[config.mk]
export PLATFORM = sky130hd
export DESIGN_NAME = integer_radix_to_ascii
export DESIGN_NICKNAME = d
export VERILOG_FILES = /design/src/rita_pkg.sv /design/src/rita_serializer.sv /design/src/integer_radix_to_ascii.sv
export SDC_FILE = /design/constraint.sdc
export NUM_CORES = 2
export LEC_CHECK = 0
export BUFFER_PORTS_ARGS = -buffer_cell sky130_fd_sc_hd__buf_2
export CORE_MARGIN = 4
export CORE_UTILIZATION = 35
export DETAILED_ROUTE_END_ITERATION = 12
export PLACE_DENSITY_LB_ADDON = 0.05
export SYNTH_ARGS = -nofsm -noshare
export SYNTH_HDL_FRONTEND = slang
export SYNTH_HIERARCHICAL = 1
export SYNTH_SLANG_ARGS = --single-unit
[constraint.sdc]
create_clock -name clock -period 12.9 [get_ports clock]
set_input_delay 0.645 -clock clock [delete_from_list [all_inputs] [get_ports clock]]
set_output_delay 0.645 -clock clock [all_outputs]
set_load 0.005 [all_outputs]
[src/rita_pkg.sv]
// Shared constants, types and helper functions for the integer-to-ASCII converter.
package rita_pkg;

   localparam int VALUE_BITS     = 64;
   localparam int NARROW_BITS    = 32;
   localparam int REQ_DATA_BITS  = ((VALUE_BITS + 7) / 8) * 8;
   localparam int BITS_PER_STAGE = 4;
   localparam int DABBLE_STAGES  = (VALUE_BITS + BITS_PER_STAGE - 1) / BITS_PER_STAGE;
   localparam int WORK_BITS      = DABBLE_STAGES * BITS_PER_STAGE;
   localparam int BCD_DIGITS     = (VALUE_BITS * 30103) / 100000 + 1;
   localparam int BCD_BITS       = BCD_DIGITS * 4;
   localparam int OCT_DIGITS     = (VALUE_BITS + 2) / 3;
   localparam int HEX_DIGITS     = (VALUE_BITS + 3) / 4;
   localparam int MAX_DIGITS     = OCT_DIGITS;
   localparam int IDX_BITS       = $clog2(MAX_DIGITS);

   localparam logic [7:0] CHAR_MINUS = 8'h2d;
   localparam logic [7:0] CHAR_ZERO  = 8'h30;
   localparam logic [7:0] CHAR_ALPHA = 8'h57;  // 'a' minus ten

   typedef enum logic [1:0] {
      RADIX_DEC  = 2'd0,
      RADIX_HEX  = 2'd1,
      RADIX_OCT  = 2'd2,
      RADIX_RSVD = 2'd3
   } radix_type;

   typedef struct packed {
      logic [VALUE_BITS-1:0] raw;
      logic [WORK_BITS-1:0]  work;
      logic [BCD_BITS-1:0]   bcd;
      radix_type             radix;
      logic                  neg;
   } pipe_type;

   typedef struct packed {
      logic [MAX_DIGITS-1:0][3:0] digits;
      logic [IDX_BITS-1:0]        top;
      logic                       neg;
   } number_type;

   // Several double-dabble iterations: add 3 to digits >= 5, then shift one bit in.
   function automatic pipe_type dabble_step(pipe_type p);
      pipe_type q;
      q = p;
      for (int s = 0; s < BITS_PER_STAGE; s++) begin
         for (int d = 0; d < BCD_DIGITS; d++) begin
            if (q.bcd[d*4 +: 4] >= 4'd5) begin
               q.bcd[d*4 +: 4] = q.bcd[d*4 +: 4] + 4'd3;
            end
         end
         q.bcd  = {q.bcd[BCD_BITS-2:0], q.work[WORK_BITS-1]};
         q.work = {q.work[WORK_BITS-2:0], 1'b0};
      end
      return q;
   endfunction

   function automatic logic [7:0] digit_char(logic [3:0] d);
      logic [7:0] c;
      if (d < 4'd10) begin
         c = CHAR_ZERO + {4'h0, d};
      end else begin
         c = CHAR_ALPHA + {4'h0, d};
      end
      return c;
   endfunction

endpackage

[src/rita_serializer.sv]
// Character serializer: emits sign and digits of one number, most significant first.
module rita_serializer import rita_pkg::*; (
   input  logic       clock,
   input  logic       reset,
   input  logic       num_valid,
   input  number_type num,
   output logic       num_ready,
   output logic       rsp_tvalid,
   input  logic       rsp_tready,
   output logic [7:0] rsp_tdata,
   output logic       rsp_tlast
);

   logic                       busy_ff;
   logic                       neg_ff;
   logic [IDX_BITS-1:0]        idx_ff;
   logic [MAX_DIGITS-1:0][3:0] digits_ff;
   logic                       out_valid_ff;
   logic [7:0]                 out_char_ff;
   logic                       out_last_ff;
   logic                       out_free;
   logic                       emit;
   logic                       load;

   assign out_free  = !out_valid_ff || rsp_tready;
   assign emit      = busy_ff && out_free;
   assign num_ready = !busy_ff;
   assign load      = num_valid && !busy_ff;

   always_ff @(posedge clock) begin
      if (reset) begin
         busy_ff      <= 1'b0;
         neg_ff       <= 1'b0;
         out_valid_ff <= 1'b0;
      end else begin
         if (out_free) begin
            out_valid_ff <= busy_ff;
         end
         if (emit) begin
            if (neg_ff) begin
               neg_ff <= 1'b0;
            end else if (idx_ff == '0) begin
               busy_ff <= 1'b0;
            end
         end
         if (load) begin
            busy_ff <= 1'b1;
            neg_ff  <= num.neg;
         end
      end
   end

   always_ff @(posedge clock) begin
      if (load) begin
         digits_ff <= num.digits;
         idx_ff    <= num.top;
      end else if (emit && !neg_ff && idx_ff != '0) begin
         idx_ff <= idx_ff - 1'b1;
      end
      if (emit) begin
         if (neg_ff) begin
            out_char_ff <= CHAR_MINUS;
            out_last_ff <= 1'b0;
         end else begin
            out_char_ff <= digit_char(digits_ff[idx_ff]);
            out_last_ff <= (idx_ff == '0);
         end
      end
   end

   assign rsp_tvalid = out_valid_ff;
   assign rsp_tdata  = out_char_ff;
   assign rsp_tlast  = out_last_ff;

endmodule

[src/integer_radix_to_ascii.sv]
// Top level: integer to ASCII text in radix 10, 16 or 8.
// From accept, a number passes the entry register, the dabble stages, the digit
// register and the serializer. The pipeline takes a word every cycle unless stalled by
// back-pressure; the serializer loads a new number only after its last character.
// Synchronous active-high reset clears all valid bits; payload registers are not reset.
module integer_radix_to_ascii import rita_pkg::*; (
   input  logic                     clock,
   input  logic                     reset,
   input  logic                     req_tvalid,
   output logic                     req_tready,
   input  logic [REQ_DATA_BITS-1:0] req_tdata,  // value
   input  logic [3:0]               req_tuser,  // radix_select[1:0], signed_mode, wide_value
   output logic                     rsp_tvalid,
   input  logic                     rsp_tready,
   output logic [7:0]               rsp_tdata,  // text_char
   output logic                     rsp_tlast   // last_char
);

   pipe_type              pipe_ff  [DABBLE_STAGES+1];
   logic [DABBLE_STAGES:0] valid_ff;
   logic [DABBLE_STAGES:0] take;
   pipe_type              entry;
   logic [VALUE_BITS-1:0] value;
   logic [VALUE_BITS-1:0] ext;
   logic                  sbit;
   logic                  neg;
   number_type            fin_in;
   number_type            fin_ff;
   logic                  fin_valid_ff;
   logic                  fin_take;
   logic                  ser_ready;
   logic [MAX_DIGITS*3-1:0] oct_raw;
   logic [MAX_DIGITS*4-1:0] hex_raw;

   // normalize: width mask, sign extension, magnitude
   always_comb begin
      value = req_tdata[VALUE_BITS-1:0];
      sbit  = req_tuser[3] ? value[VALUE_BITS-1] : value[NARROW_BITS-1];
      neg   = req_tuser[2] && sbit;
      for (int i = 0; i < VALUE_BITS; i++) begin
         ext[i] = (req_tuser[3] || i < NARROW_BITS) ? value[i] : neg;
      end
      entry.raw   = neg ? (~ext + VALUE_BITS'(1)) : ext;
      entry.work  = WORK_BITS'(entry.raw);
      entry.bcd   = '0;
      entry.radix = radix_type'(req_tuser[1:0]);
      entry.neg   = neg;
   end

   always_comb begin
      take[DABBLE_STAGES] = !valid_ff[DABBLE_STAGES] || fin_take;
      for (int k = DABBLE_STAGES - 1; k >= 0; k--) begin
         take[k] = !valid_ff[k] || take[k+1];
      end
   end
   assign req_tready = take[0];
   assign fin_take   = !fin_valid_ff || ser_ready;

   always_ff @(posedge clock) begin
      if (reset) begin
         valid_ff <= '0;
      end else begin
         if (take[0]) begin
            valid_ff[0] <= req_tvalid;
         end
         for (int k = 1; k <= DABBLE_STAGES; k++) begin
            if (take[k]) begin
               valid_ff[k] <= valid_ff[k-1];
            end
         end
      end
   end

   always_ff @(posedge clock) begin
      if (take[0]) begin
         pipe_ff[0] <= entry;
      end
      for (int k = 1; k <= DABBLE_STAGES; k++) begin
         if (take[k]) begin
            pipe_ff[k] <= dabble_step(pipe_ff[k-1]);
         end
      end
   end

   // digit vector and most significant nonzero digit
   always_comb begin
      oct_raw = (MAX_DIGITS*3)'(pipe_ff[DABBLE_STAGES].raw);
      hex_raw = (MAX_DIGITS*4)'(pipe_ff[DABBLE_STAGES].raw);
      for (int i = 0; i < MAX_DIGITS; i++) begin
         unique case (pipe_ff[DABBLE_STAGES].radix)
            RADIX_HEX: fin_in.digits[i] = (i < HEX_DIGITS) ? hex_raw[i*4 +: 4] : 4'h0;
            RADIX_OCT: fin_in.digits[i] = {1'b0, oct_raw[i*3 +: 3]};
            default:   fin_in.digits[i] = (i < BCD_DIGITS) ?
                                          pipe_ff[DABBLE_STAGES].bcd[(i%BCD_DIGITS)*4 +: 4] : 4'h0;
         endcase
      end
      fin_in.top = '0;
      for (int i = 0; i < MAX_DIGITS; i++) begin
         if (fin_in.digits[i] != 4'h0) begin
            fin_in.top = IDX_BITS'(i);
         end
      end
      fin_in.neg = pipe_ff[DABBLE_STAGES].neg;
   end

   always_ff @(posedge clock) begin
      if (reset) begin
         fin_valid_ff <= 1'b0;
      end else if (fin_take) begin
         fin_valid_ff <= valid_ff[DABBLE_STAGES];
      end
   end

   always_ff @(posedge clock) begin
      if (fin_take) begin
         fin_ff <= fin_in;
      end
   end

   rita_serializer u_ser (
      .clock      (clock),
      .reset      (reset),
      .num_valid  (fin_valid_ff),
      .num        (fin_ff),
      .num_ready  (ser_ready),
      .rsp_tvalid (rsp_tvalid),
      .rsp_tready (rsp_tready),
      .rsp_tdata  (rsp_tdata),
      .rsp_tlast  (rsp_tlast)
   );

endmodule

* Yosys cells after proc, flatten, opt, wreduce, memory -nomap -nowiden
Memories as Yosys holds them, arrays and structs flattened.
Cells that the tools add are included.
** Word-level totals
- Output and inout bits :: 11
- Bits in latches :: 0
- Memory bits (read-only) :: 0
- Memory bits (writable) :: 3587
- Memories kept :: 1
- Register bits :: 217
- Word-level logic and storage cells :: 5398
- Bits of input ports :: 72
** Memory list
- pipe_ff :: words 17, width 211, read ports 17, clocked after Yosys merged registers in 0, write ports 17, line integer_radix_to_ascii.sv:19 : pipe_type pipe_ff [DABBLE_STAGES+1];
** Cells by class
- $mul :: 0
- Shift operators :: 0
- Bitwise operators :: 1
- Mux-type cells :: 2681
- Equality and inequality tests :: 3
- Div/mod/pow operators :: 0
- Reductions and logical operators :: 74
- $lt $le $gt $ge :: 1282
- Add/sub/neg operators :: 1284
** Operators by type and width (count)
- $mux W4 :: 2433
- $ge A4 B3 Y1 const B :: 1280
- $add A4 B2 Y4 const B :: 1216
- $mux W3 :: 133
- $add A3 B2 Y3 const B :: 64
- $pmux W4 S2 :: 20
- $reduce_bool A4 Y1 :: 21
- $mux W5 :: 16
- $mux W1 :: 76
- $add A64 B1 Y64 const B :: 1
- $mux W64 :: 1
- $not A64 Y64 :: 1
- $logic_not A1 Y1 :: 21
- $bmux W4 S5 :: 1
- $logic_or A1 B1 Y1 :: 19
- $add A7 B4 Y8 const A :: 1
- $mux W8 :: 1
- $add A6 B4 Y7 const A :: 1
- $lt A5 B6 Y1 const B :: 1
- $reduce_bool A2 Y1 :: 3
- $reduce_or A6 Y1 :: 1
- $logic_and A1 B1 Y1 :: 5
- $logic_not A5 Y1 :: 1
- $reduce_bool A5 Y1 :: 1
- other kinds (7) :: 7

* Longest topological paths before layout
- Word-level depth :: 28
- Depth in mapped cells :: 25
- Gate-level depth less buffers :: 25

* Cells and area by module
The synthesis kept the hierarchy.
** Modules (own cells, without submodules)
- integer_radix_to_ascii :: cells each 12763, seq. area each 58105.7 um^2, area each 133708.2 um^2, instances 1
- rita_serializer :: cells each 225, seq. area each 3093.0 um^2, area each 4211.5 um^2, instances 1

* Worst setup path before layout
No wires, ideal clock.
- Path kind :: register to output
- Start point :: register fin_valid_ff
- End point :: output port req_tready
- Cell stages (with the launch flop) :: 10
- Path buffers :: 0
- Data required time :: 12.255 ns
- Arrival :: 9.539 ns
- Path slack :: 2.716 ns
- Cells stage by stage :: dfxtp_1 -> nor2b_1 -> inv_1 -> nor2_1 -> and2_1 -> inv_1 -> nor3_1 -> nand2_1 -> nor2_1 -> nand3_1
** On the way
- Cells in the longest elaborated chain, start to end :: 19
** Ends and longest elaborated chain
- from (decl) :: line integer_radix_to_ascii.sv:29 : logic fin_valid_ff;
- from (signal assigned) :: line integer_radix_to_ascii.sv:110 : fin_valid_ff <= valid_ff[DABBLE_STAGES];
- $logic_not A1 Y1 :: line integer_radix_to_ascii.sv:57 : assign fin_take = !fin_valid_ff || ser_ready;
- $logic_or A1 B1 Y1 :: line integer_radix_to_ascii.sv:57
- via fin_take :: line integer_radix_to_ascii.sv:30 : logic fin_take;
- $logic_or A1 B1 Y1 :: line integer_radix_to_ascii.sv:51 : take[DABBLE_STAGES] = !valid_ff[DABBLE_STAGES] || fin_take;
- $logic_or A1 B1 Y1 (4 in series) :: line integer_radix_to_ascii.sv:53 : take[k] = !valid_ff[k] || take[k+1];
- via take[12] :: line integer_radix_to_ascii.sv:21 : logic [DABBLE_STAGES:0] take;
- $logic_or A1 B1 Y1 (9 in series) :: line integer_radix_to_ascii.sv:53
- via take[3] :: line integer_radix_to_ascii.sv:21
- $logic_or A1 B1 Y1 (3 in series) :: line integer_radix_to_ascii.sv:53
- to (decl) :: line integer_radix_to_ascii.sv:10 : output logic req_tready,
The timed path passes the listed nets, and every way through them passes these cells.

* Final worst setup path
- Start point :: register u_ser.busy_ff
- End point :: output port req_tready
** On the way
- Cells in the longest elaborated chain, start to end :: 19
** Ends and longest elaborated chain
- from (decl) :: line rita_serializer.sv:14 : logic busy_ff;
- from (signal assigned) :: line rita_serializer.sv:32 : busy_ff <= 1'b0;
- from (signal assigned) :: line rita_serializer.sv:43 : busy_ff <= 1'b0;
- from (signal assigned) :: line rita_serializer.sv:47 : busy_ff <= 1'b1;
- $logic_not A1 Y1 :: line rita_serializer.sv:27 : assign num_ready = !busy_ff;
- via ser_ready :: line integer_radix_to_ascii.sv:31 : logic ser_ready;
- $logic_or A1 B1 Y1 :: line integer_radix_to_ascii.sv:57
- via fin_take :: line integer_radix_to_ascii.sv:30
- $logic_or A1 B1 Y1 :: line integer_radix_to_ascii.sv:51
- $logic_or A1 B1 Y1 (4 in series) :: line integer_radix_to_ascii.sv:53
- via take[12] :: line integer_radix_to_ascii.sv:21
- $logic_or A1 B1 Y1 (9 in series) :: line integer_radix_to_ascii.sv:53
- via take[3] :: line integer_radix_to_ascii.sv:21
- $logic_or A1 B1 Y1 (3 in series) :: line integer_radix_to_ascii.sv:53
The timed path passes the listed nets, and every way through them passes these cells.

==> metrics <==
number of synthesized flops with an enable pin=2024; layout cells sized above 1=8.81%; Nets=14650; sequential fraction of the synthesis area=44.4%; Worst Path Max Fanout=44; Worst path slowest cell=nor2_1; final setup TNS=0 ns; FF-to-FF setup slack=7.40 ns; Setup crit end kind=output port; final wirelength=285000 um; worst skew pair latency=0.96 ns; Synth Cell Area=0.138 mm^2; Longest Clk Path Bufs=4; core box area=0.393 mm^2; asr flop ratio synth=0%; Initial Utilization=35.1%; Synth Instances=12988; Final GP Congestion=0.808; Syn. warnings=6; Area Growth Syn to Fin=11.1%; Hold Slack=0.134 ns; CTS buffer count=243; Synth cell types=95; RSZ-0062 raised after global routing=false; fin crit period=5.95 ns; Post-route DRC=0; clock skew=0.132 ns; reg2reg start=pipe_ff[0][3048]$_DFFE_PP_; Synth area leaders=edfxtp_1, ha_1, mux2i_1, inv_1, mux2_2; worst-path cell chain=inv_2 -> nor2b_1 -> clkinv_2 -> nor2_1 -> and2_1 -> inv_4 -> nor3_1 -> nand2_4 -> nor2_1 -> nand3_4 -> buf_2; Port Buffer Count=81; CP peak stage delay=0.68 ns; Die W=636 um; post-cts resize count=0; cell accounting for the most synthesized area=edfxtp_1; Tcrit/Tclk final=46.1%; status=complete, no violations; # rows=230; Main synth FF type=edfxtp_1; Final Slew Violations=0; share of the synthesized area in the top cell type=44.1%; Syn Area/Cell=10.6 um^2; Die Ht=636 um; most used cell, CP=nor2_1; final hold viol count=0; final number of setup-violating endpoints=0; MaxCap Viol Count=0; first-pass GRT wire length=469000 um; wire length per cell=15.2 um; CP Class=reg2out; initial antenna violation count=9; Hold WC Path Type=in2reg; Least-Margin Pin Slew=1.20 ns; final core occ=39.0%; CP startpoint=u_ser/busy_ff$_SDFFE_PP0P_; R2R depth=22; Worst R2R End=pipe_ff[0][3257]$_DFFE_PP_; Die ar.=0.404 mm^2; required time of the worst setup path=12.26 ns; startpoint types=flip-flop; Max-slew headroom=19.9%; #FFs+latches synth=2045; CTS tree=yes; root cell of the clock tree=clkbuf_16; routed vias/inst=4.98; H-tree depth=4; GRT Total Usage=13.7%; Critical path destination=req_tready; Post-CTS Setup Repair Bufs=0; IO Count=83; # clock sinks=2045; vias in the first global route=94619; Worst Path Arrival=5.30 ns; Via Count=93041; detailed placer's ending HPWL=217000 um; drt pass-1 iters=5; Hold-fix buffers, CTS=41; Clk pin slew, worst setup/hold paths=0.07 ns; largest net degree at the start of global routing=89; DR iter-0 viols=3970; Fmax=168 MHz; Congestion Overflow GR=0; ANT nets after route=0
-- worst min-delay path by stage --
stage,start,to,cells past startpoint
after floorplan,pipe_ff[0][3236]$_DFFE_PP_,fin_ff[0]$_DFFE_PP_,0
after global placement,pipe_ff[0][1108]$_DFFE_PP_,pipe_ff[0][1315]$_DFFE_PP_,0
after detailed placement,pipe_ff[0][895]$_DFFE_PP_,pipe_ff[0][1102]$_DFFE_PP_,0
after CTS,req_tdata[31],pipe_ff[0][98]$_DFFE_PP_,2
after global routing,req_tdata[31],pipe_ff[0][98]$_DFFE_PP_,2
final,req_tdata[31],pipe_ff[0][98]$_DFFE_PP_,2
-- flip-flops by register name (all words and copies together), names as in the netlist, 5 cells and up --
| register | cells |
|---|---|
| pipe_ff | 1833 |
| fin_ff | 90 |
| u_ser/digits_ff | 88 |
| valid_ff | 17 |
| u_ser/rsp_tdata | 7 |
| u_ser/idx_ff | 5 |
-- critical path: cells and delay by family (launching register included) --
kind	cells	cell delay, ns
buf+inv	4	0.93
simple gates	7	3.10
flops	1	0.36
-- stage by stage --
step / worst slack (ns) / instance area, um^2 / std cells
finish: 6.95 / 153000 / 18685
global route: 6.39 / 153000 / 18684
CTS: 6.73 / 153000 / 18683
detailed placement: 7.42 / 145000 / 18187
global placement: 7.33 / 145000 / 18187
floorplan: 2.72 / 138000 / 12991
-- cells by family (layout without fill, tap and decap cells) --
group                      count (synthesis)  count (layout)  share of synthesized area, %
other                                      3               8                       0.00816
buffers and inverters                   1675            2147                          4.60
AOI/OAI and AO/OA                       2882            2882                          13.8
adders and majority gates               1325            1325                          12.0
xor gates and xnor gates                 605             605                          3.84
and+or+nand+nor                         3301            3301                          12.4
muxes                                   1152            1152                          8.93
DFF                                     2045            2045                          44.4
-- synth_stat cells (48+ instances only) --
library cell / count
edfxtp_1: 2024
inv_1: 1529
ha_1: 1325
o21ai_0: 826
nor2_1: 791
mux2i_1: 718
nand2_1: 705
nand2b_1: 496
nor2b_1: 485
a21oi_1: 479
xnor2_1: 439
mux2_2: 414
nor3_1: 218
a21o_1: 184
xor2_1: 166
o21bai_1: 165
a211oi_1: 163
o31ai_1: 143
a31oi_1: 130
clkbuf_1: 126
and2_1: 123
nor3b_1: 113
a221oi_1: 111
a211o_1: 109
or2_2: 100
a2bb2oi_1: 96
or4b_2: 65
nand3_1: 61
o22ai_1: 58
o21a_1: 56
a22oi_1: 48
-- area by class of cell --
class                   count  area [um^2]
diodes                      2         5.00
clock buffers             280         6260
clock inverters           175         1820
fillers                 37599       239000
inverters                1535         5790
multi-input cells        9271        70500
flip-flops and latches   2045        61200
well taps                5220         6530
repair buffers            157         1080
-- placed cells by master, fill, tap and decap left out, drive strengths merged, types with 96 or more instances in the layout --
| cell | instances |
|---|---|
| nand2b | 496 |
| nor2 | 792 |
| a221oi | 111 |
| nor2b | 485 |
| edfxtp | 2024 |
| a21o | 184 |
| and2 | 124 |
| nor3 | 219 |
| buf | 116 |
| o31ai | 143 |
| nor3b | 113 |
| a31oi | 130 |
| mux2 | 414 |
| a2bb2oi | 96 |
| ha | 1325 |
| a211oi | 164 |
| xor2 | 166 |
| inv | 1545 |
| xnor2 | 439 |
| o21bai | 165 |
| nand2 | 705 |
| clkbuf | 280 |
| a211o | 109 |
| a21oi | 479 |
| mux2i | 718 |
| o21ai | 830 |
| or2 | 100 |
| clkinv | 109 |
-- metal layers --
metal	track usage [%]	vias to the layer above	part of all wire [%]
li1	-	47388	-
met3	1.81	338	3.0
met2	24.9	854	49
met1	17.1	44455	46
met5	0	-	0.0091
met4	2.88	6	1.9
Power is left out: the tool's default activity adds up to more than one toggle a clock period on the data nets, which glitch-free logic cannot reach.
